[src/qps_pkg.sv]
// Shared types, constants and register codes of the quadrature position servo.
`timescale 1ns / 1ps
`default_nettype none

package qps_pkg;

    localparam int MAX_TARGETS_DEF = 10;

    localparam int CFG_AW = 5;
    localparam int CFG_DW = 32;
    localparam int IN_DW  = 56;
    localparam int OUT_DW = 56;

    localparam logic [2:0] CMD_EDGE_A  = 3'd0;
    localparam logic [2:0] CMD_EDGE_B  = 3'd1;
    localparam logic [2:0] CMD_TIME    = 3'd2;
    localparam logic [2:0] CMD_TRIGGER = 3'd3;
    localparam logic [2:0] CMD_LOAD    = 3'd4;

    localparam logic [2:0] REG_GAIN_NOW   = 3'd0;
    localparam logic [2:0] REG_GAIN_PREV  = 3'd1;
    localparam logic [2:0] REG_GAIN_PREV2 = 3'd2;
    localparam logic [2:0] REG_CPR        = 3'd3;
    localparam logic [2:0] REG_LOOP       = 3'd4;
    localparam logic [2:0] REG_HOLDOFF    = 3'd5;
    localparam logic [2:0] REG_TRIALS     = 3'd6;

    localparam logic signed [31:0] GAIN_NOW_RST   = 32'sd60377;
    localparam logic signed [31:0] GAIN_PREV_RST  = -32'sd84347;
    localparam logic signed [31:0] GAIN_PREV2_RST = 32'sd23969;
    localparam logic [15:0]        CPR_RST        = 16'd216;
    localparam logic [7:0]         LOOP_RST       = 8'd5;
    localparam logic [15:0]        HOLDOFF_RST    = 16'd500;
    localparam logic [3:0]         TRIALS_RST     = 4'd0;

    localparam logic [6:0] DUTY_MAX = 7'd100;

    typedef struct packed {
        logic signed [31:0] gain_now;
        logic signed [31:0] gain_prev;
        logic signed [31:0] gain_prev2;
        logic [15:0]        counts_per_rev;
        logic [7:0]         loop_period_ms;
        logic [15:0]        holdoff_ms;
        logic [3:0]         trial_count;
    } qps_cfg_t;

    typedef struct packed {
        logic signed [31:0] err;
        logic signed [47:0] acc;
        logic [6:0]         fwd;
        logic [6:0]         rev;
    } qps_pid_t;

endpackage

`default_nettype wire

[src/qps_cfg.sv]
// APB configuration register file of the quadrature position servo.
`timescale 1ns / 1ps
`default_nettype none

module qps_cfg
    import qps_pkg::*;
(
    input  wire logic              clk,
    input  wire logic              rst_n,
    input  wire logic              psel,
    input  wire logic              penable,
    input  wire logic              pwrite,
    input  wire logic [CFG_AW-1:0] paddr,
    input  wire logic [CFG_DW-1:0] pwdata,
    input  wire logic              pready,
    output logic      [CFG_DW-1:0] prdata,
    output qps_cfg_t               cfg
);

    qps_cfg_t   cfg_reg;
    logic       wr_en;
    logic [2:0] reg_sel;

    assign wr_en   = psel & penable & pwrite & pready;
    assign reg_sel = paddr[CFG_AW-1:2];
    assign cfg     = cfg_reg;

    always_ff @(posedge clk or negedge rst_n)
    begin
        if (!rst_n)
        begin
            cfg_reg.gain_now       <= GAIN_NOW_RST;
            cfg_reg.gain_prev      <= GAIN_PREV_RST;
            cfg_reg.gain_prev2     <= GAIN_PREV2_RST;
            cfg_reg.counts_per_rev <= CPR_RST;
            cfg_reg.loop_period_ms <= LOOP_RST;
            cfg_reg.holdoff_ms     <= HOLDOFF_RST;
            cfg_reg.trial_count    <= TRIALS_RST;
        end
        else if (wr_en)
        begin
            unique case (reg_sel)
                REG_GAIN_NOW:   cfg_reg.gain_now       <= pwdata;
                REG_GAIN_PREV:  cfg_reg.gain_prev      <= pwdata;
                REG_GAIN_PREV2: cfg_reg.gain_prev2     <= pwdata;
                REG_CPR:        cfg_reg.counts_per_rev <= pwdata[15:0];
                REG_LOOP:       cfg_reg.loop_period_ms <= pwdata[7:0];
                REG_HOLDOFF:    cfg_reg.holdoff_ms     <= pwdata[15:0];
                REG_TRIALS:     cfg_reg.trial_count    <= pwdata[3:0];
                default:        ;
            endcase
        end
    end

    always_comb
    begin
        unique case (reg_sel)
            REG_GAIN_NOW:   prdata = cfg_reg.gain_now;
            REG_GAIN_PREV:  prdata = cfg_reg.gain_prev;
            REG_GAIN_PREV2: prdata = cfg_reg.gain_prev2;
            REG_CPR:        prdata = CFG_DW'(cfg_reg.counts_per_rev);
            REG_LOOP:       prdata = CFG_DW'(cfg_reg.loop_period_ms);
            REG_HOLDOFF:    prdata = CFG_DW'(cfg_reg.holdoff_ms);
            REG_TRIALS:     prdata = CFG_DW'(cfg_reg.trial_count);
            default:        prdata = '0;
        endcase
    end

endmodule

`default_nettype wire

[config.mk]
export PLATFORM = sky130hd
export DESIGN_NAME = qps_cfg
export DESIGN_NICKNAME = d
export VERILOG_FILES = /design/src/qps_pkg.sv /design/src/qps_cfg.sv
export SDC_FILE = /design/constraint.sdc
export NUM_CORES = 1
export LEC_CHECK = 0
export ABC_AREA = 1
export BUFFER_PORTS_ARGS = -buffer_cell sky130_fd_sc_hd__buf_2
export CAP_MARGIN = 20
export CORE_UTILIZATION = 30
export CTS_CLUSTER_SIZE = 12
export DETAILED_ROUTE_END_ITERATION = 12
export PLACE_DENSITY_LB_ADDON = 0.15
export SYNTH_ARGS = -nofsm -noshare
export SYNTH_HDL_FRONTEND = slang
export SYNTH_SLANG_ARGS = --single-unit
[constraint.sdc]
create_clock -name clk -period 1.5 [get_ports clk]
set_clock_uncertainty 0.15 [all_clocks]
set_input_delay 0.075 -clock clk [delete_from_list [all_inputs] [get_ports clk]]
set_output_delay 0.075 -clock clk [all_outputs]
set_load 0.03 [all_outputs]
==> flow_summary.toml <==
[logic_synthesis]
avgSynthCellArea_um2 = 7.55
syn_nets = 921
synth.top_cells.by_area = "dfrtp_1 (32%), nand2_1 (30%), dfstp_2 (21%)"
yosysMostFrequentCell = "nand2_1"
netlist_area_um2 = 6630
syn_inst = 878
synth_edf_count = 0
ys_seq_area_share_pct = 53.8
synth_seq_cells = 140
ys_types = 18
synth_common_cells = "nand2_1 (536), dfrtp_1 (86), nand3_1 (58)"
synthFlopType = "dfrtp_1"
yosysTopAreaCellShare_pct = 32.5
yosysWarningCount = 0
async_reset_ff_share_pct = 100
synth_top_cell_by_area = "dfrtp_1"

[die]
io_pins = 215
initial_core_util_pct = 30.5
rows = 54
die-height_um = 151
fp.dieW_um = 151
dieArea_um2 = 22700
core-area_um2 = 21800

[finish]
nets = 1223
drive_above_1_share_pct = 38.3
regArea_um2 = 3570
largest_register_ffs = 140
final_cell_area_um2 = 10000
num-fill-cells = 2227
n_antenna_cell = 0
final_util_pct = 46.2
multiInputGateArea_um2 = 2940
instances_no_fill = 1473
areaGrowthSynthToFinish_pct = 51.5

[clocking]
cts_tree = "built"
cts_num_sinks = 140
htreeDepth = 4
clockBufferDepth = 2
clk_pin_slew_ns = 0.06
numCtsBuffers = 17
clk_latency_ns = 0.42
ctsRootBufferMaster = "clkbuf_16"

[pwr]
power.total_uw = 12700
cellPowerDensity_nw_per_um2 = 1270
leakagePower_uw = 0.00569
ir_worst_vdd_uv = 643

[place]
gp_congestion = 0.861
io_buffers = 212
dpl_cell_area_um2 = 8320
place_inst = 1369
dp_hpwl_mm = 16.6

[critical_path]
endpoint_kind = "primary output"
path_delay_family = "flip-flops"
start_kind = "register"
worstPathArrival_ns = 1.41
cp_slowest_cell = "dfstp_2"
cp.buffers_inverters = 1
critical_path_class = "reg2out"
crit_chain = "nand4_1, nand2_2, nor2_1, nand2_1, buf_6"
cp_max_fo = 2
slowest_delay_ns = 0.53
cp.required_ns = 1.27

[global_route]
gr-usage-all-layers_pct = 22.1
antenna_found_initial = 0
use_met1_pct = 31.9
use_met2_pct = 34.2
grt_max_degree = 52
use_met3_pct = 4.18
overflow = 0
grt_pass1_wl_mm = 37.5
first_global_vias = 6422
grt-busiest-layer = "met2"

[routing]
drtAntennaViolNets = 0
drt_first_pass_iters = 5
vias = 6884
drc_errors = 0
viasPerCell = 4.67
drt_iter0_drc = 330
wl_mm = 24.6
wire_per_inst_um = 16.7

[job]
cap_violations = 0

[timing]
finalCritPeriodShare_pct = 109
rsz0062_at_grt = "true"
relSlewSlack_pct = 53.1
setup_viol = 16
clock.fmax_ghz = 0.612
period_minus_slack_ns = 1.63
setup_ws_ns = -0.134
hold_violations = 0
maxSlewViolCount = 0
worstMarginPinSlew_ns = 0.704

[status]
violations = "negative setup slack"
status = "complete, but fails checks"

[min_path]
hold_class = "in2async"
[routing by layer]
layer | vias up | wire (um) | share of wire [%]
li1 | 3343 | - | -
met1 | 3296 | 11800 | 48
met3 | 9 | 1350 | 5.5
met2 | 236 | 11200 | 46
met5 | - | 0 | 0
met4 | 0 | 165 | 0.67
[power breakdown]
part           total (uW)  internal [uW]  switching [uW]
combinational        3300           1140            2160
clock                4580           2920            1660
sequential           4850           4420             433
total               12700           8480            4260
[cells by family after synthesis]
group | synth area share (%)
flops | 53.8
buf+inv | 5.00
simple gates | 41.1
compound gates | 0.0754
[path summary, 6_finish.rpt]
check,cells after the start,endpoint,from,slack (ns)
min,2,cfg[31]$_DFFE_PN1P_,rst_n,0.13
min reg2reg,2,cfg[89]$_DFFE_PN1P_,cfg[89]$_DFFE_PN1P_,0.32
max in group asynchronous,3,cfg[77]$_DFFE_PN0P_,rst_n,0.30
max reg2reg,4,cfg[5]$_DFFE_PN0P_,cfg[5]$_DFFE_PN0P_,0.49
max,5,prdata[2],cfg[6]$_DFFE_PN1P_,-0.13
min in group clk,7,cfg[9]$_DFFE_PN1P_,penable,0.14
[cell usage in the layout, fill, tap and decap left out, types with 5 or more instances in the layout]
cell type and n:
buf_12 14, buf_2 158, buf_4 82, buf_6 34, clkbuf_16 17, clkbuf_4 7, dfrtp_1 86, dfstp_2 54
dlygate4sd3_1 33, inv_1 12, inv_2 10, nand2_1 511, nand2_2 30, nand3_1 37, nand3_2 22, nand4_1 35
nor2_1 18, nor2_2 10, nor2_4 5
[through the flow]
step	hold slack (ns)	setup TNS (ns)	setup slack, ns
finish	0.128	-1.28	-0.134
detailed placement	-0.172	-0.00302	-0.00302
global route	0.127	-2.60	-0.249
CTS	0.126	-3.72	-0.171
global placement	-0.179	-0.00126	-0.00126
floorplan	-0.371	0	0.146
[area by class of cell]
class,count,share of cell area [%]
flip-flops and latches,140,35.6
inverters,22,0.822
well taps,280,3.49
clock inverters,10,1.62
repair buffers,329,24.5
multi-input cells,670,29.3
clock buffers,22,4.72
[repair_timing]
| action | 4_1_cts | 5_1_grt |
|---|---|---|
| hold buffers | 34 | 0 |
| pin swaps | 53 | 33 |
| setup endpoints to repair | 31 | 64 |
| setup buffers | 33 | 6 |
| hold endpoints to repair | 257 | 0 |
| gates cloned | 0 | 0 |
| resized for setup | 62 | 97 |
Note: power is estimated with default switching activity, not from simulation.
